`src/rtl/mtpe_pkg.sv`:
```
// Shared types and codes for the mission transfer protocol engine.
// No dependencies; every other file refers to this package by scoped names.
package mtpe_pkg;

  // Configuration register indexes
  localparam int unsigned CFG_INDEX_W = 4;
  localparam logic [CFG_INDEX_W-1:0] REG_OWN_SYSTEM       = 4'd0;
  localparam logic [CFG_INDEX_W-1:0] REG_PARTNER_COMP     = 4'd1;
  localparam logic [CFG_INDEX_W-1:0] REG_MAX_RETRIES      = 4'd2;
  localparam logic [CFG_INDEX_W-1:0] REG_TIMEOUT_TICKS    = 4'd3;

  // Reset values of the configuration registers
  localparam logic [7:0]  OWN_SYSTEM_RST    = 8'd1;
  localparam logic [7:0]  PARTNER_COMP_RST  = 8'd190;
  localparam logic [2:0]  MAX_RETRIES_RST   = 3'd5;
  localparam logic [15:0] TIMEOUT_TICKS_RST = 16'd2000;

  // Input kinds
  localparam logic [3:0] KIND_TICK        = 4'd0;
  localparam logic [3:0] KIND_READ        = 4'd1;
  localparam logic [3:0] KIND_WRITE       = 4'd2;
  localparam logic [3:0] KIND_CLEAR       = 4'd3;
  localparam logic [3:0] KIND_SET_CURRENT = 4'd4;
  localparam logic [3:0] KIND_RX_COUNT    = 4'd5;
  localparam logic [3:0] KIND_RX_ITEM     = 4'd6;
  localparam logic [3:0] KIND_RX_ACK      = 4'd7;
  localparam logic [3:0] KIND_RX_REQUEST  = 4'd8;
  localparam logic [3:0] KIND_RX_CURRENT  = 4'd9;
  localparam logic [3:0] KIND_RX_REACHED  = 4'd10;

  // Outgoing message kinds
  localparam logic [2:0] SEND_NONE         = 3'd0;
  localparam logic [2:0] SEND_REQUEST_LIST = 3'd1;
  localparam logic [2:0] SEND_REQUEST_ITEM = 3'd2;
  localparam logic [2:0] SEND_COUNT        = 3'd3;
  localparam logic [2:0] SEND_ITEM         = 3'd4;
  localparam logic [2:0] SEND_CLEAR_ALL    = 3'd5;
  localparam logic [2:0] SEND_SET_CURRENT  = 3'd6;
  localparam logic [2:0] SEND_ACK          = 3'd7;

  // Status events
  localparam logic [3:0] EV_NONE            = 4'd0;
  localparam logic [3:0] EV_DONE            = 4'd1;
  localparam logic [3:0] EV_RETRYING        = 4'd2;
  localparam logic [3:0] EV_TIMED_OUT       = 4'd3;
  localparam logic [3:0] EV_REJECTED        = 4'd4;
  localparam logic [3:0] EV_REFUSED         = 4'd5;
  localparam logic [3:0] EV_ITEM_STORED     = 4'd6;
  localparam logic [3:0] EV_CURRENT_CHANGED = 4'd7;
  localparam logic [3:0] EV_REACHED         = 4'd8;

  // Transaction phase
  typedef enum logic [2:0] {
    PH_IDLE        = 3'd0,
    PH_GET_LIST    = 3'd1,
    PH_GET_ITEMS   = 3'd2,
    PH_SEND_LIST   = 3'd3,
    PH_SEND_ITEMS  = 3'd4,
    PH_CLEAR_LIST  = 3'd5,
    PH_SET_CURRENT = 3'd6
  } phase_t;

  typedef struct packed {
    logic [3:0]  kind;
    logic [7:0]  src_system;
    logic [7:0]  src_component;
    logic [15:0] seq;
    logic [15:0] count;
    logic [7:0]  ack_type;
  } in_item_t;

  typedef struct packed {
    logic [2:0]  send_kind;
    logic [15:0] send_seq;
    logic [15:0] send_count;
    logic [3:0]  event_res;
    logic [15:0] event_seq;
    logic [2:0]  retries_left;
  } out_item_t;

  typedef struct packed {
    logic [7:0]  own_system;
    logic [7:0]  partner_component;
    logic [2:0]  max_retries;
    logic [15:0] timeout_ticks;
  } cfg_t;

endpackage

```
`src/rtl/mtpe_cfg.sv`:
```
// Configuration register file of the mission transfer protocol engine.
// Depends on mtpe_pkg for the register indexes, reset values and cfg_t.
module mtpe_cfg (
  input  logic                                clk,
  input  logic                                rst,
  input  logic                                cfg_valid,
  output logic                                cfg_ready,
  input  logic [mtpe_pkg::CFG_INDEX_W-1:0]    cfg_index,
  input  logic [15:0]                         cfg_data,
  output mtpe_pkg::cfg_t                      cfg
);

  // Writes are always taken
  assign cfg_ready = 1'b1;

  // Register writes; indexes past the list are dropped
  always_ff @(posedge clk) begin
    if (rst) begin
      cfg.own_system        <= mtpe_pkg::OWN_SYSTEM_RST;
      cfg.partner_component <= mtpe_pkg::PARTNER_COMP_RST;
      cfg.max_retries       <= mtpe_pkg::MAX_RETRIES_RST;
      cfg.timeout_ticks     <= mtpe_pkg::TIMEOUT_TICKS_RST;
    end else if (cfg_valid) begin
      unique case (cfg_index)
        mtpe_pkg::REG_OWN_SYSTEM:    cfg.own_system        <= cfg_data[7:0];
        mtpe_pkg::REG_PARTNER_COMP:  cfg.partner_component <= cfg_data[7:0];
        mtpe_pkg::REG_MAX_RETRIES:   cfg.max_retries       <= cfg_data[2:0];
        mtpe_pkg::REG_TIMEOUT_TICKS: cfg.timeout_ticks     <= cfg_data;
        default: ;
      endcase
    end
  end

endmodule

```
`src/rtl/mtpe_core.sv`:
```
// Protocol state and per-transfer decision logic of the mission engine.
// Depends on mtpe_pkg for codes, phase_t, in_item_t, out_item_t and cfg_t.
module mtpe_core (
  input  logic                 clk,
  input  logic                 rst,
  input  mtpe_pkg::cfg_t       cfg,
  input  logic                 in_fire,
  input  mtpe_pkg::in_item_t   in_item,
  output mtpe_pkg::out_item_t  result
);

  mtpe_pkg::phase_t phase, phase_next;
  logic [15:0] index, index_next;
  logic [15:0] item_count, item_count_next;
  logic [2:0]  retries, retries_next;
  logic [7:0]  peer_system, peer_system_next;
  logic [7:0]  peer_component, peer_component_next;
  logic [15:0] timer, timer_next;
  logic        timer_running, timer_running_next;

  // Shared decode
  logic [15:0] tick_count;
  logic        tick_expire;
  logic        has_retry;
  logic        from_peer;
  logic [15:0] index_inc;
  logic        item_ok;
  logic        ack_ok;
  logic        request_ok;

  assign tick_count  = (timer != 16'hFFFF) ? timer + 16'd1 : timer;
  assign tick_expire = timer_running && !(tick_count < cfg.timeout_ticks);
  assign has_retry   = (retries != 3'd0);
  assign from_peer   = (in_item.src_system == peer_system) &&
                       (in_item.src_component == peer_component);
  assign index_inc   = index + 16'd1;
  assign item_ok     = (phase == mtpe_pkg::PH_GET_ITEMS) && from_peer &&
                       (in_item.seq == index);
  assign ack_ok      = from_peer && (in_item.ack_type == 8'd0) &&
                       ((phase == mtpe_pkg::PH_SEND_LIST) ||
                        (phase == mtpe_pkg::PH_SEND_ITEMS)) &&
                       (index == item_count - 16'd1);
  assign request_ok  = from_peer &&
                       (((phase == mtpe_pkg::PH_SEND_LIST) && (in_item.seq == 16'd0)) ||
                        ((phase == mtpe_pkg::PH_SEND_ITEMS) &&
                         ((in_item.seq == index) ||
                          ({1'b0, in_item.seq} == {1'b0, index} + 17'd1))));

  // Next state
  always_comb begin
    phase_next          = phase;
    index_next          = index;
    item_count_next     = item_count;
    retries_next        = retries;
    peer_system_next    = peer_system;
    peer_component_next = peer_component;
    timer_next          = timer;
    timer_running_next  = timer_running;
    unique case (in_item.kind)
      mtpe_pkg::KIND_TICK: begin
        if (timer_running) begin
          if (!tick_expire) begin
            timer_next = tick_count;
          end else if (has_retry) begin
            retries_next = retries - 3'd1;
            timer_next   = 16'd0;
          end else begin
            timer_running_next  = 1'b0;
            timer_next          = 16'd0;
            phase_next          = mtpe_pkg::PH_IDLE;
            item_count_next     = 16'd0;
            index_next          = 16'd0;
            peer_system_next    = 8'd0;
            peer_component_next = 8'd0;
          end
        end
      end
      mtpe_pkg::KIND_READ, mtpe_pkg::KIND_CLEAR, mtpe_pkg::KIND_WRITE,
      mtpe_pkg::KIND_SET_CURRENT: begin
        if (phase == mtpe_pkg::PH_IDLE &&
            !(in_item.kind == mtpe_pkg::KIND_WRITE && in_item.count == 16'd0) &&
            !(in_item.kind == mtpe_pkg::KIND_SET_CURRENT &&
              !(in_item.seq < in_item.count))) begin
          timer_next          = 16'd0;
          timer_running_next  = 1'b1;
          retries_next        = cfg.max_retries;
          peer_system_next    = cfg.own_system;
          peer_component_next = cfg.partner_component;
          index_next          = 16'd0;
          if (in_item.kind == mtpe_pkg::KIND_READ) begin
            phase_next = mtpe_pkg::PH_GET_LIST;
          end else if (in_item.kind == mtpe_pkg::KIND_CLEAR) begin
            phase_next = mtpe_pkg::PH_CLEAR_LIST;
          end else if (in_item.kind == mtpe_pkg::KIND_WRITE) begin
            phase_next      = mtpe_pkg::PH_SEND_LIST;
            item_count_next = in_item.count;
          end else begin
            phase_next = mtpe_pkg::PH_SET_CURRENT;
            index_next = in_item.seq;
          end
        end
      end
      mtpe_pkg::KIND_RX_COUNT: begin
        if (phase == mtpe_pkg::PH_GET_LIST && from_peer) begin
          retries_next = cfg.max_retries;
          timer_next   = 16'd0;
          if (in_item.count != 16'd0) begin
            timer_running_next = 1'b1;
            item_count_next    = in_item.count;
            index_next         = 16'd0;
            phase_next         = mtpe_pkg::PH_GET_ITEMS;
          end else begin
            timer_running_next  = 1'b0;
            phase_next          = mtpe_pkg::PH_IDLE;
            item_count_next     = 16'd0;
            index_next          = 16'd0;
            peer_system_next    = 8'd0;
            peer_component_next = 8'd0;
          end
        end
      end
      mtpe_pkg::KIND_RX_ITEM: begin
        if (item_ok) begin
          retries_next = cfg.max_retries;
          timer_next   = 16'd0;
          if (index_inc < item_count) begin
            timer_running_next = 1'b1;
            index_next         = index_inc;
          end else begin
            timer_running_next  = 1'b0;
            phase_next          = mtpe_pkg::PH_IDLE;
            item_count_next     = 16'd0;
            index_next          = 16'd0;
            peer_system_next    = 8'd0;
            peer_component_next = 8'd0;
          end
        end
      end
      mtpe_pkg::KIND_RX_ACK: begin
        if (ack_ok) begin
          // finished write: start the read-back
          timer_next          = 16'd0;
          timer_running_next  = 1'b1;
          retries_next        = cfg.max_retries;
          phase_next          = mtpe_pkg::PH_GET_LIST;
          index_next          = 16'd0;
          peer_system_next    = cfg.own_system;
          peer_component_next = cfg.partner_component;
        end else if (from_peer && phase == mtpe_pkg::PH_CLEAR_LIST) begin
          timer_running_next = 1'b0;
          timer_next         = 16'd0;
          phase_next         = mtpe_pkg::PH_IDLE;
        end
      end
      mtpe_pkg::KIND_RX_REQUEST: begin
        if (request_ok) begin
          timer_next         = 16'd0;
          timer_running_next = 1'b1;
          retries_next       = cfg.max_retries;
          if (in_item.seq < item_count) begin
            phase_next = mtpe_pkg::PH_SEND_ITEMS;
            index_next = in_item.seq;
          end
        end
      end
      mtpe_pkg::KIND_RX_CURRENT: begin
        if (in_item.src_system == cfg.own_system &&
            phase == mtpe_pkg::PH_SET_CURRENT) begin
          timer_running_next = 1'b0;
          timer_next         = 16'd0;
          phase_next         = mtpe_pkg::PH_IDLE;
        end
      end
      default: ;
    endcase
  end

  // Result of this transfer
  always_comb begin
    result              = '0;
    result.retries_left = retries_next;
    unique case (in_item.kind)
      mtpe_pkg::KIND_TICK: begin
        if (tick_expire) begin
          result.event_seq = index;
          if (has_retry) begin
            result.event_res = mtpe_pkg::EV_RETRYING;
            unique case (phase)
              mtpe_pkg::PH_GET_LIST: result.send_kind = mtpe_pkg::SEND_REQUEST_LIST;
              mtpe_pkg::PH_GET_ITEMS: begin
                result.send_kind = mtpe_pkg::SEND_REQUEST_ITEM;
                result.send_seq  = index;
              end
              mtpe_pkg::PH_SEND_LIST: begin
                result.send_kind  = mtpe_pkg::SEND_COUNT;
                result.send_count = item_count;
              end
              mtpe_pkg::PH_SEND_ITEMS: begin
                if (index < item_count) begin
                  result.send_kind = mtpe_pkg::SEND_ITEM;
                  result.send_seq  = index;
                end
              end
              mtpe_pkg::PH_CLEAR_LIST: result.send_kind = mtpe_pkg::SEND_CLEAR_ALL;
              mtpe_pkg::PH_SET_CURRENT: begin
                result.send_kind = mtpe_pkg::SEND_SET_CURRENT;
                result.send_seq  = index;
              end
              default: ;
            endcase
          end else begin
            result.event_res = mtpe_pkg::EV_TIMED_OUT;
          end
        end
      end
      mtpe_pkg::KIND_READ: begin
        if (phase == mtpe_pkg::PH_IDLE) result.send_kind = mtpe_pkg::SEND_REQUEST_LIST;
        else result.event_res = mtpe_pkg::EV_REFUSED;
      end
      mtpe_pkg::KIND_WRITE: begin
        if (phase != mtpe_pkg::PH_IDLE) begin
          result.event_res = mtpe_pkg::EV_REFUSED;
        end else if (in_item.count == 16'd0) begin
          result.send_kind = mtpe_pkg::SEND_CLEAR_ALL;
        end else begin
          result.send_kind  = mtpe_pkg::SEND_COUNT;
          result.send_count = in_item.count;
        end
      end
      mtpe_pkg::KIND_CLEAR: begin
        if (phase == mtpe_pkg::PH_IDLE) result.send_kind = mtpe_pkg::SEND_CLEAR_ALL;
        else result.event_res = mtpe_pkg::EV_REFUSED;
      end
      mtpe_pkg::KIND_SET_CURRENT: begin
        if (phase == mtpe_pkg::PH_IDLE && in_item.seq < in_item.count) begin
          result.send_kind = mtpe_pkg::SEND_SET_CURRENT;
          result.send_seq  = in_item.seq;
        end else begin
          result.event_res = mtpe_pkg::EV_REFUSED;
          result.event_seq = in_item.seq;
        end
      end
      mtpe_pkg::KIND_RX_COUNT: begin
        if (phase == mtpe_pkg::PH_GET_LIST && from_peer) begin
          if (in_item.count != 16'd0) result.send_kind = mtpe_pkg::SEND_REQUEST_ITEM;
          else result.event_res = mtpe_pkg::EV_DONE;
        end else begin
          result.event_res = mtpe_pkg::EV_REJECTED;
        end
      end
      mtpe_pkg::KIND_RX_ITEM: begin
        result.event_seq = in_item.seq;
        if (item_ok) begin
          if (index_inc < item_count) begin
            result.event_res = mtpe_pkg::EV_ITEM_STORED;
            result.send_kind = mtpe_pkg::SEND_REQUEST_ITEM;
            result.send_seq  = index_inc;
          end else begin
            result.event_res = mtpe_pkg::EV_DONE;
            result.send_kind = mtpe_pkg::SEND_ACK;
          end
        end else begin
          result.event_res = mtpe_pkg::EV_REJECTED;
        end
      end
      mtpe_pkg::KIND_RX_ACK: begin
        if (ack_ok) begin
          result.event_res = mtpe_pkg::EV_DONE;
          result.send_kind = mtpe_pkg::SEND_REQUEST_LIST;
        end else if (from_peer && phase == mtpe_pkg::PH_CLEAR_LIST) begin
          result.event_res = mtpe_pkg::EV_DONE;
        end else begin
          result.event_res = mtpe_pkg::EV_REJECTED;
        end
      end
      mtpe_pkg::KIND_RX_REQUEST: begin
        if (request_ok) begin
          if (in_item.seq < item_count) begin
            result.send_kind = mtpe_pkg::SEND_ITEM;
            result.send_seq  = in_item.seq;
          end
        end else begin
          result.event_res = mtpe_pkg::EV_REJECTED;
          result.event_seq = in_item.seq;
        end
      end
      mtpe_pkg::KIND_RX_CURRENT: begin
        if (in_item.src_system == cfg.own_system) begin
          result.event_res = mtpe_pkg::EV_CURRENT_CHANGED;
          result.event_seq = in_item.seq;
        end
      end
      mtpe_pkg::KIND_RX_REACHED: begin
        if (in_item.src_system == cfg.own_system) begin
          result.event_res = mtpe_pkg::EV_REACHED;
          result.event_seq = in_item.seq;
        end
      end
      default: ;
    endcase
  end

  // State registers, updated once per accepted transfer
  always_ff @(posedge clk) begin
    if (rst) begin
      phase          <= mtpe_pkg::PH_IDLE;
      index          <= 16'd0;
      item_count     <= 16'd0;
      retries        <= 3'd0;
      peer_system    <= 8'd0;
      peer_component <= 8'd0;
      timer          <= 16'd0;
      timer_running  <= 1'b0;
    end else if (in_fire) begin
      phase          <= phase_next;
      index          <= index_next;
      item_count     <= item_count_next;
      retries        <= retries_next;
      peer_system    <= peer_system_next;
      peer_component <= peer_component_next;
      timer          <= timer_next;
      timer_running  <= timer_running_next;
    end
  end

`ifndef ASSERT_OFF
  // Out of a transaction the timeout counter never runs
  assert property (@(posedge clk) disable iff (rst)
    (phase == mtpe_pkg::PH_IDLE) |-> !timer_running)
    else $error("timer running while idle");

  // A timeout without retries always lands in idle with cleared peers
  assert property (@(posedge clk) disable iff (rst)
    (in_fire && in_item.kind == mtpe_pkg::KIND_TICK && tick_expire && !has_retry)
    |=> (phase == mtpe_pkg::PH_IDLE && peer_system == 8'd0 && item_count == 16'd0))
    else $error("give-up did not clear the transaction");

  // The phase register only ever holds a defined phase
  assert property (@(posedge clk) disable iff (rst)
    phase <= mtpe_pkg::PH_SET_CURRENT)
    else $error("phase register out of range");
`endif

endmodule

```
`src/rtl/mtpe_out_buf.sv`:
```
// Result register with a skid stage for the mission engine output channel.
// Depends on mtpe_pkg for out_item_t.
module mtpe_out_buf (
  input  logic                 clk,
  input  logic                 rst,
  input  logic                 push,
  input  mtpe_pkg::out_item_t  push_data,
  output logic                 full,
  output logic                 out_valid,
  input  logic                 out_stall,
  output mtpe_pkg::out_item_t  out_data
);

  logic                skid_valid;
  mtpe_pkg::out_item_t skid_data;
  logic                advance;

  // The output slot can take a new result when empty or being taken
  assign advance = !out_valid || !out_stall;
  assign full    = skid_valid;

  // Control
  always_ff @(posedge clk) begin
    if (rst) begin
      out_valid  <= 1'b0;
      skid_valid <= 1'b0;
    end else if (advance) begin
      if (skid_valid) begin
        out_valid  <= 1'b1;
        skid_valid <= 1'b0;
      end else begin
        out_valid <= push;
      end
    end else if (push) begin
      skid_valid <= 1'b1;
    end
  end

  // Payload
  always_ff @(posedge clk) begin
    if (advance) begin
      out_data <= skid_valid ? skid_data : push_data;
    end else if (push) begin
      skid_data <= push_data;
    end
  end

`ifndef ASSERT_OFF
  // The skid stage only fills behind a held result
  assert property (@(posedge clk) disable iff (rst)
    skid_valid |-> out_valid)
    else $error("skid holds data while output is empty");

  // A transfer arriving at a stalled full output lands in the skid stage
  assert property (@(posedge clk) disable iff (rst)
    (push && out_valid && out_stall) |=> skid_valid)
    else $error("result lost on stalled output");

  // No transfer is taken while the skid stage is occupied
  assert property (@(posedge clk) disable iff (rst)
    skid_valid |-> !push)
    else $error("push into full buffer");
`endif

endmodule

```
`src/rtl/mission_transfer_protocol_engine.sv`:
```
// Top level of the mission transfer protocol engine.
// Depends on mtpe_pkg, mtpe_cfg, mtpe_core and mtpe_out_buf.
//
// Usage:
//   Input channel (in_valid / in_stall / in_data) carries one tick, local
//   command or received message per transfer. Output channel (out_valid /
//   out_stall / out_data) returns exactly one result per input: the message
//   to send, its sequence and count, a status event and the retries left.
//   Configuration (cfg_valid / cfg_ready / cfg_index / cfg_data) writes the
//   partner ids, retry limit and timeout; write only while no result is
//   outstanding. cfg_ready is always high.
// Timing:
//   An input is decided in the cycle it is accepted; its result is registered in
//   the output slot, or in the skid stage while the output is stalled. One input
//   per cycle is taken while in_stall is low; mtpe_core updates state per input.
// Reset (rst, synchronous): phase idle, all counters and peers cleared,
//   configuration back to its defaults, output empty.
// Stalls: a two-entry result buffer absorbs one extra result while out_stall
//   is high; in_stall rises once both entries are occupied.
module mission_transfer_protocol_engine (
  input  logic                                clk,
  input  logic                                rst,
  input  logic                                in_valid,
  output logic                                in_stall,
  input  mtpe_pkg::in_item_t                  in_data,
  output logic                                out_valid,
  input  logic                                out_stall,
  output mtpe_pkg::out_item_t                 out_data,
  input  logic                                cfg_valid,
  output logic                                cfg_ready,
  input  logic [mtpe_pkg::CFG_INDEX_W-1:0]    cfg_index,
  input  logic [15:0]                         cfg_data
);

  mtpe_pkg::cfg_t      cfg;
  mtpe_pkg::out_item_t result;
  logic                in_fire;
  logic                buf_full;

  // Accept handshake
  assign in_stall = buf_full;
  assign in_fire  = in_valid && !buf_full;

  mtpe_cfg u_cfg (
    .clk       (clk),
    .rst       (rst),
    .cfg_valid (cfg_valid),
    .cfg_ready (cfg_ready),
    .cfg_index (cfg_index),
    .cfg_data  (cfg_data),
    .cfg       (cfg)
  );

  mtpe_core u_core (
    .clk     (clk),
    .rst     (rst),
    .cfg     (cfg),
    .in_fire (in_fire),
    .in_item (in_data),
    .result  (result)
  );

  mtpe_out_buf u_out_buf (
    .clk       (clk),
    .rst       (rst),
    .push      (in_fire),
    .push_data (result),
    .full      (buf_full),
    .out_valid (out_valid),
    .out_stall (out_stall),
    .out_data  (out_data)
  );

endmodule
```
`config.mk`:
```
export PLATFORM = sky130hd
export DESIGN_NAME = mission_transfer_protocol_engine
export DESIGN_NICKNAME = d
export VERILOG_FILES = /design/src/rtl/mtpe_pkg.sv /design/src/rtl/mtpe_cfg.sv /design/src/rtl/mtpe_core.sv /design/src/rtl/mtpe_out_buf.sv /design/src/rtl/mission_transfer_protocol_engine.sv
export SDC_FILE = /design/constraint.sdc
export NUM_CORES = 1
export LEC_CHECK = 0
export BUFFER_PORTS_ARGS = -buffer_cell sky130_fd_sc_hd__buf_2
export CAP_MARGIN = 20
export CORE_UTILIZATION = 40
export CTS_BUF_LIST = sky130_fd_sc_hd__clkbuf_16
export DETAILED_ROUTE_END_ITERATION = 10
export GPL_TIMING_DRIVEN = 0
export PLACE_DENSITY = 0.56
export SYNTH_ARGS = -nofsm -noshare
export SYNTH_HDL_FRONTEND = slang
export SYNTH_HIERARCHICAL = 1
export SYNTH_SLANG_ARGS = --single-unit
```
`constraint.sdc`:
```
create_clock -name clk -period 5.9 [get_ports clk]
set_clock_uncertainty 0.15 [all_clocks]
set_input_delay 1.77 -clock clk [delete_from_list [all_inputs] [get_ports clk]]
set_output_delay 1.77 -clock clk [all_outputs]
set_load 0.1 [all_outputs]
```
==> results of run 1 <==
[layout by cell type, fill, tap and decap left out, drive strengths merged, types with 6 or more instances in the layout]
master    n
o311ai   11
o31ai    13
a22o     32
clkinv   14
a22oi    24
a21oi    87
or2       6
xor2     22
a211oi   13
buf     190
nand3    54
nor4b     6
nand4    26
o211ai   22
nor4     24
nor2    130
o21a     10
or3       9
nor2b    30
a31oi    11
or4       9
nand2    85
a21o     12
ha       82
edfxtp  116
and3     15
clkbuf  102
o21ai    56
nand2b   64
inv      76
mux2i    53
mux2     68
dfxtp   108
nand4b    9
nor3     26
xnor2    64
[final cells by class]
cell class,count,area (um2)
Multi-Input combinational cell,1155,8420
Clock inverter,23,216
Buffer,108,542
Timing Repair Buffer,155,823
Fill cell,3600,19300
Tap cell,468,586
Clock buffer,29,726
Inverter,72,270
Sequential cell,224,5650
[cell usage after synthesis (all sizes together) (12+ instances only)]
cell type	number	area share
nor3	26	0.0099
buf	36	0.018
nor4	24	0.012
nand4	26	0.011
dfxtp	108	0.15
nor2	130	0.033
a211oi	13	0.0066
and3	15	0.0063
o31ai	13	0.0069
nand2	85	0.022
inv	71	0.018
nand2b	64	0.028
a21oi	87	0.029
mux2i	53	0.036
nor2b	30	0.013
edfxtp	116	0.24
a22o	32	0.019
a21o	12	0.0061
nand3	54	0.020
a22oi	24	0.012
mux2	68	0.055
xnor2	64	0.038
xor2	22	0.013
o21ai	56	0.019
clkbuf	73	0.019
o211ai	22	0.012
ha	82	0.069
[flip-flops by register name (all words and copies together), names as in the netlist]
name	count
u_core/peer_system	8
u_cfg/cfg	35
u_out_buf/skid_data	58
u_core/timer_running	1
u_out_buf/full	1
u_out_buf/out_data	58
u_out_buf/out_valid	1
u_core/phase	3
u_core/index	16
u_core/peer_component	8
u_core/timer	16
u_core/retries	3
u_core/item_count	16
[critical path, delay by kind of cell (launching register included)]
family,cells,cell delay (ns)
simple gates,7,1.91
buf+inv,3,1.01
compound gates,2,0.94
fa+ha+maj,2,0.46
flops,1,0.36
xor+xnor,1,0.31
mux,1,0.28
[stage by stage]
step	instance area [um2]	setup TNS, ns
2_1_floorplan	14800	0
3_3_place_gp	16100	-98.34
3_5_place_dp	16200	-59.53
4_1_cts	17100	0
5_1_grt	17200	0
6_report	17200	0
[power by group]
part / total, W / switching, W / leakage [nW] / internal, W
combinational: 0.000733 / 0.000545 / 4.28 / 0.000187
clock: 0.00176 / 0.000703 / 0.476 / 0.00106
sequential: 0.00171 / 0.0000185 / 2.02 / 0.00170
[path summary, 6_finish.rpt]
check / depth (start not counted) / slack [ns] / to / from
worst max-delay path: 16 / 0.31 / u_out_buf/out_data[41] / u_core/index[0]
worst min-delay path: 2 / 0.33 / u_cfg/cfg[11] / u_cfg/cfg[11]
worst max register to register: 16 / 0.31 / u_out_buf/out_data[41] / u_core/index[0]
worst min register to register: 2 / 0.33 / u_cfg/cfg[11] / u_cfg/cfg[11]
[routing by layer]
layer,GRT usage,share of wire,wire length (um),up-vias
met5,0,0.00028,13,-
met1,0.319,0.43,20400,6190
li1,-,-,-,6132
met4,0.103,0.041,1960,2
met3,0.0333,0.054,2560,113
met2,0.417,0.47,22300,442
[kinds of logic after synthesis]
group,synth area share
buf+inv,0.0546
xor+xnor,0.0509
compound gates,0.159
mux,0.0907
simple gates,0.194
other cells,0.000253
flops,0.382
fa+ha+maj,0.0694
[what timing repair did]
action                     in CTS  in global routing
hold endpoints to repair        0                  0
setup buffers                   2                  4
resized for setup              10                 17
setup endpoints to repair      89                128
pin swaps                       2                  1
==> flow_summary.yaml, run 1 <==
outcome:
  status: "complete, no violations"
floorplanning:
  die_area_um2: 37800
  die_x_um: 194
  fp.coreArea_um2: 36500
  die_h_um: 194
  start_util: 0.405
  fp-row-count: 70
  ios: 146
critical_path:
  arrival_ns: 5.86
  cp_max_fo: 10
  critPathLaunchType: "flop"
  path_class: "reg -> reg"
  cp_cell_sequence: "ha_1, clkbuf_1, nand2_1, nor4_1, nand3_1, xnor2_1, ha_1, nor2b_1, o21ai_0, nand2_1, nor4b_1, clkbuf_2, nand2b_1, clkbuf_1, o311ai_1, mux2_2"
  cpPeakStageDelay_ns: 0.70
  critical_path_required_ns: 6.17
  crit_slowest_cell: "nor4_1"
  endpoint_kind: "flop"
detailed_routing:
  drt_iter0_drc: 972
  totalWireLength_mm: 47.2
  drt-wirelength-per-cell_um: 21.1
  vias_per_cell: 5.76
  vias: 12900
  firstDrtPassIters: 5
  post-route-drc-count: 0
  detail-route-antenna-nets: 0
power:
  ir_drop_uv: 192
  leakage_nw: 6.77
  finalPower_w: 0.00421
  power_density_nw_per_um2: 244
clock_tree:
  cts_tree: "yes"
  root_buffer: "clkbuf_16"
  cts_sinks: 224
  cts_inserted_buffers: 28
  clock_latency_ns: 0.57
  cts.clk_slew.worst_paths_ns: 0.06
  ctsHoldBuffers: 0
  cts_buffer_depth: 3
  cts.htree.levels: 1
place:
  dp.cells: 2176
  hpwl_mm: 37.1
  gp_congestion: 0.935
  post-place-ws_ns: -1.67
  io_buffer_count: 143
logic_synthesis:
  postSynthAreaPerCell_um2: 9.48
  ys_seq_area_frac: 0.382
  mappedNetlistNets: 1727
  synth.cell_area_um2: 14800
  ys_seq_elements: 224
  synth_cells: 1560
  async_reset_ff_frac: 0
  ys.flop_type: "edfxtp_1"
  synth_edf_count: 116
  yosysWarnings: 6
  ys_types: 89
finish:
  utilization: 0.472
  nNetsFinal: 1911
  diodes: 0
  layout-drive-gt1-share: 0.192
  area_delta_synth_final_pct: 16.4
  stdcell_count: 2234
global_route:
  grt_start_max_net_pins: 38
  antenna_found_initial: 1
  overflow: 0
  track_usage: 0.247
  grt_pass1_vias: 12600
  grt_pass1_wl_mm: 72.8
sta:
  finalWorstSetupSlack_ns: 0.315
  period_minus_slack_ns: 5.59
  slew_viol_final: 0
  whs_ns: 0.326
  setup_viol: 0
  period_share: 0.947
  rsz0062_at_grt: "false"
  relSlewSlack: 0.237
  tightest_slew_ns: 1.14
  clock.fmax_mhz: 179
  hold_viol_final: 0
worst_hold_path:
  hp-class: "reg -> reg"
flow_run:
  cap_violations: 0
(Power assumes the default switching activity.)
==> inputs of run 2 (changes only) <==
--- a/config.mk
+++ b/config.mk
@@ -7,11 +7,13 @@
 export LEC_CHECK = 0
 export BUFFER_PORTS_ARGS = -buffer_cell sky130_fd_sc_hd__buf_2
 export CAP_MARGIN = 20
+export CORE_ASPECT_RATIO = 0.8
 export CORE_UTILIZATION = 40
 export CTS_BUF_LIST = sky130_fd_sc_hd__clkbuf_16
 export DETAILED_ROUTE_END_ITERATION = 10
 export GPL_TIMING_DRIVEN = 0
 export PLACE_DENSITY = 0.56
+export SETUP_SLACK_MARGIN = 0.15
 export SYNTH_ARGS = -nofsm -noshare
 export SYNTH_HDL_FRONTEND = slang
 export SYNTH_HIERARCHICAL = 1
==> flow_summary.yaml, run 2 (synthesis gave the netlist of run 1 again) <==
outcome:
  status: "complete, no violations"
finish:
  layout-drive-gt1-share: 0.200
  area_delta_synth_final_pct: 16.4
  top_regs: "u_out_buf/out_data: 58 flops, u_out_buf/skid_data: 58 flops, u_cfg/cfg: 35 flops"
  diodes: 0
  nNetsFinal: 1917
  layout_common_cells: "buf_2 (155), nor2_1 (127), edfxtp_1 (116)"
  stdcell_count: 2249
  final_common_cell: "buf_2"
sta:
  period_share: 0.957
  hold_viol_final: 0
  tightest_slew_ns: 1.20
  period_minus_slack_ns: 5.65
  setup_viol: 0
  fin_tns_setup_ns: 0
  whs_ns: 0.327
  rsz0062_at_grt: "true"
  relSlewSlack: 0.187
  slew_viol_final: 0
  clock.fmax_mhz: 177
clock_tree:
  cts.htree.levels: 1
  ctsHoldBuffers: 0
  clock_latency_ns: 0.56
  cts.clk_slew.worst_paths_ns: 0.06
  cts_sinks: 224
  cts_tree: "yes"
  root_buffer: "clkbuf_16"
  cts_inserted_buffers: 26
  cts_buffer_depth: 3
power:
  ir_drop_uv: 174
  finalPower_w: 0.00400
  leakage_nw: 6.75
  power_density_nw_per_um2: 232
critical_path:
  critPathMostFrequentCell: "clkbuf_1"
  endpoint_kind: "flop"
  critical_path_required_ns: 6.05
  critical_path.top_delay_family: "compound AO/OA/AOI/OAI gates"
  cp_num_buf_inv: 3
  cp_max_fo: 10
  cp_cell_sequence: "buf_2, clkbuf_1, or4_1, nor2_1, a21oi_1, a2111o_1, or4_4, o211ai_4, o211ai_1, clkbuf_1, a22o_1, mux2_2"
  path_class: "in -> reg"
  reg2reg_from: "u_core/timer[1]"
  crit_slowest_cell: "or4_1"
  crit_start: "in_data[29]"
  cpPeakStageDelay_ns: 0.61
  critPathLaunchType: "primary input"
  arrival_ns: 5.80
detailed_routing:
  vias: 13000
  vias_per_cell: 5.80
  drt-wirelength-per-cell_um: 21.6
  totalWireLength_mm: 48.6
  firstDrtPassIters: 5
  post-route-drc-count: 0
  detail-route-antenna-nets: 0
  drt_iter0_drc: 1410
place:
  dp.cells: 2186
  hpwl_mm: 38.0
  gp_congestion: 0.921
  io_buffer_count: 143
worst_hold_path:
  hp-class: "reg -> reg"
  hp-start: "u_cfg/cfg[12]"
floorplanning:
  fp-row-count: 62
  start_util: 0.409
  die_area_um2: 37800
  fp.coreArea_um2: 36100
  die_h_um: 174
  ios: 146
  die_x_um: 217
global_route:
  overflow: 0
  grt_pass1_wl_mm: 73.9
  antenna_found_initial: 1
  grt_start_max_net_pins: 61
  track_usage: 0.255
  grt_pass1_vias: 12300
flow_run:
  cap_violations: 0
==> run 2: cell types whose count changed in the layout (fill, tap and decap cells not counted), moves of 3 or more <==
cell / delta
nor4_1: -3
buf_4: +8
clkinv_2: -3
buf_2: -3
clkinvlp_4: +3
nor4_2: +3
clkinv_1: -3
bufinv_16: -3
==> run 2: worst reg2reg max path, stage by stage, from the launching register on <==
cell and delay [ns]:
dfxtp_1 0.37, ha_2 0.23, nand4_1 0.20, nor4_4 0.45, nor2_4 0.10, nand4_1 0.20, nor2_2 0.08, and3_1 0.18
clkbuf_1 0.16, nand3_1 0.15, xnor2_1 0.08, ha_1 0.31, and4_1 0.25, o2111ai_1 0.17, or3b_2 0.49, o211a_1 0.29
nor3_4 0.17, nand2_1 0.23, a21oi_4 0.29, clkbuf_4 0.27, a21oi_1 0.07, o21ai_2 0.31, mux2_2 0.23
==> run 2: metrics by stage <==
stage	area, um2	setup slack (ns)	utilization
5_1_grt	17200	0.120	0.476
3_5_place_dp	16200	-1.59	0.447
2_1_floorplan	14800	0.553	-
6_report	17200	0.254	0.476
4_1_cts	17000	0.178	0.472
3_3_place_gp	16100	-1.61	0.446
==> run 2: worst paths after layout <==
path              slack [ns]  depth (start not counted)                     end
setup / recovery        0.25                         12  u_out_buf/out_data[11]
hold / removal          0.33                          2           u_cfg/cfg[12]
setup reg to reg        0.34                         22  u_out_buf/out_data[42]
hold reg to reg         0.33                          2           u_cfg/cfg[12]
==> run 2: repair_timing <==
action                     CTS  global route
buffers inserted             3            13
setup endpoints to repair  104           123
gates cloned                 0             0
pin swaps                    4             6
resized for setup           19            24
==> run 2: report_power, final <==
group	total, W	switching [W]	internal (W)
combinational	0.000742	0.000551	0.000191
clock	0.00154	0.000674	0.000868
sequential	0.00172	0.0000222	0.00170
total	0.00400	0.00125	0.00276
==> run 2: layout make-up <==
type                    count  area, um2
clock inverters            20        124
clock buffers              27        676
multi-input cells        1155       8470
well taps                 480        601
plain buffers             109        554
fillers                  3540      18900
flip-flops and latches    224       5650
repair buffers            162        886
inverters                  72        270
==> run 2: per-layer routing <==
metal / share of wire / track usage
met1: 0.50 / 0.405
met4: 0.020 / 0.0569
met2: 0.40 / 0.353
met5: 0 / 0
met3: 0.081 / 0.0420
==> inputs of run 3 (changes only) <==
--- a/config.mk
+++ b/config.mk
@@ -12,7 +12,6 @@
 export CTS_BUF_LIST = sky130_fd_sc_hd__clkbuf_16
 export DETAILED_ROUTE_END_ITERATION = 10
 export GPL_TIMING_DRIVEN = 0
-export PLACE_DENSITY = 0.56
 export SETUP_SLACK_MARGIN = 0.15
 export SYNTH_ARGS = -nofsm -noshare
 export SYNTH_HDL_FRONTEND = slang
==> constraint.sdc (replaced) <==
create_clock -name clk -period 5.9 [get_ports clk]
set_clock_uncertainty 0.15 [all_clocks]
set_input_delay 0.295 -clock clk [delete_from_list [all_inputs] [get_ports clk]]
set_output_delay 0.295 -clock clk [all_outputs]
set_load 0.1 [all_outputs]
==> flow_summary.yaml, run 3 (synthesis gave the netlist of run 1 again) <==
finish:
  layout_common_cells: "buf_2 (156), nor2_1 (128), edfxtp_1 (116)"
  ff_latch_area_um2: 5650
  diodes: 0
  area_delta_synth_final_pct: 19.0
  fillers: 3462
  fin_area_um2: 17600
  final_common_cell: "buf_2"
  multi_input_area_um2: 8450
  top_regs: "u_out_buf/out_data: 58 flops, u_out_buf/skid_data: 58 flops, u_cfg/cfg: 35 flops"
  nNetsFinal: 1945
  layout-drive-gt1-share: 0.195
global_route:
  track_usage: 0.253
  antenna_found_initial: 0
  grt_start_max_net_pins: 59
  grt_pass1_wl_mm: 73.8
  overflow: 0
  grt_pass1_vias: 12500
clock_tree:
  cts_sinks: 224
  cts_buffer_depth: 3
  cts_inserted_buffers: 26
  cts.htree.levels: 1
  cts.clk_slew.worst_paths_ns: 0.06
  root_buffer: "clkbuf_16"
  clock_latency_ns: 0.55
  cts_tree: "yes"
sta:
  period_minus_slack_ns: 5.45
  setup_viol: 0
  period_share: 0.923
  whs_ns: 0.0726
  fin_tns_setup_ns: 0
  slew_viol_final: 0
  hold_viol_final: 0
  finalWorstSetupSlack_ns: 0.455
  relSlewSlack: 0.237
  tightest_slew_ns: 1.14
  clock.fmax_mhz: 184
  rsz0062_at_grt: "false"
worst_hold_path:
  hold_depth: 3
  hp-class: "in -> reg"
  hp-start: "cfg_index[0]"
floorplanning:
  fp.coreArea_um2: 36100
  die_h_um: 174
  ios: 146
  die_area_um2: 37800
  die_x_um: 217
  fp-row-count: 62
  start_util: 0.409
detailed_routing:
  totalWireLength_mm: 49.1
  post-route-drc-count: 0
  vias_per_cell: 5.82
  detail-route-antenna-nets: 0
  firstDrtPassIters: 6
  drt-wirelength-per-cell_um: 21.5
  vias: 13300
  drt_iter0_drc: 1265
place:
  gp_congestion: 0.938
  hpwl_mm: 37.8
  io_buffer_count: 143
  placed_area_um2: 16200
  post-place-ws_ns: -1.56
critical_path:
  critPathLaunchType: "flop"
  endpoint_kind: "flop"
  crit_start: "u_core/timer[0]"
  cp_max_fo: 10
  reg2reg_from: "u_core/timer[0]"
  critical_path_required_ns: 6.16
  r2r_cells: 22
  path_class: "reg -> reg"
  arrival_ns: 5.71
outcome:
  status: "complete, no violations"
flow_run:
  cap_violations: 0
power:
  leakage_nw: 6.90
  power_density_nw_per_um2: 239
  ir_drop_uv: 181
## run 3: what timing repair did
item                                    in CTS  in global routing
gates cloned                                 0                  0
pin swaps                                    2                  4
hold buffers                                33                  0
hold endpoints to repair                    52                  0
setup buffers                                2                  6
resized for setup                           14                 23
endpoints found under the setup margin      97                124
## run 3: per-layer routing
| metal | up-vias | GRT usage | wire [um] |
|---|---|---|---|
| met5 | - | 0 | 0 |
| met4 | 0 | 0.0513 | 916 |
| met3 | 53 | 0.0712 | 5210 |
| met2 | 629 | 0.355 | 19400 |
| met1 | 6374 | 0.382 | 23600 |
| li1 | 6203 | - | - |
## run 3: final cells by class
type	instances	area share
plain buffers	109	0.0311
clock buffers	27	0.0384
clock inverters	21	0.0137
inverters	72	0.0154
multi-input cells	1155	0.480
flip-flops and latches	224	0.321
well taps	480	0.0341
repair buffers	190	0.0667
## run 3: critical path, cell delays in order, from the launching register on
cell and delay, ns:
dfxtp_1 0.36, ha_1 0.27, nand4_1 0.21, nor4_4 0.07, nor2_4 0.17, nand4_1 0.18, nor2_2 0.20, and3_1 0.18
clkbuf_2 0.16, nand3_1 0.12, xnor2_1 0.16, ha_1 0.31, and4_1 0.25, o2111ai_1 0.17, or3b_2 0.49, o211a_2 0.32
nor3_4 0.19, nand2_2 0.17, a21oi_4 0.28, buf_4 0.26, a21oi_1 0.07, o21ai_2 0.34, mux2_2 0.22
## run 3: per-stage QoR
| stage | util | std cells | total power [W] |
|---|---|---|---|
| floorplan | - | 1560 | 0.00228 |
| global placement | 0.446 | 2183 | 0.00247 |
| detailed placement | 0.447 | 2187 | 0.00247 |
| CTS | 0.483 | 2270 | 0.00422 |
| global route | 0.487 | 2278 | 0.00434 |
| finish | 0.487 | 2278 | 0.00420 |
## run 3: final timing paths
check | slack, ns | endpoint
max | 0.45 | u_out_buf/out_data[42]
min | 0.07 | u_cfg/cfg[0]
max reg2reg | 0.45 | u_out_buf/out_data[42]
min reg2reg | 0.33 | u_cfg/cfg[13]
## run 3: power by group
group	leakage [nW]	switching, W	total [W]	internal (W)
Clock	0.444	0.000702	0.00172	0.00102
Combinational	4.44	0.000555	0.000761	0.000206
Sequential	2.02	0.0000212	0.00172	0.00170
Total	6.90	0.00128	0.00420	0.00292
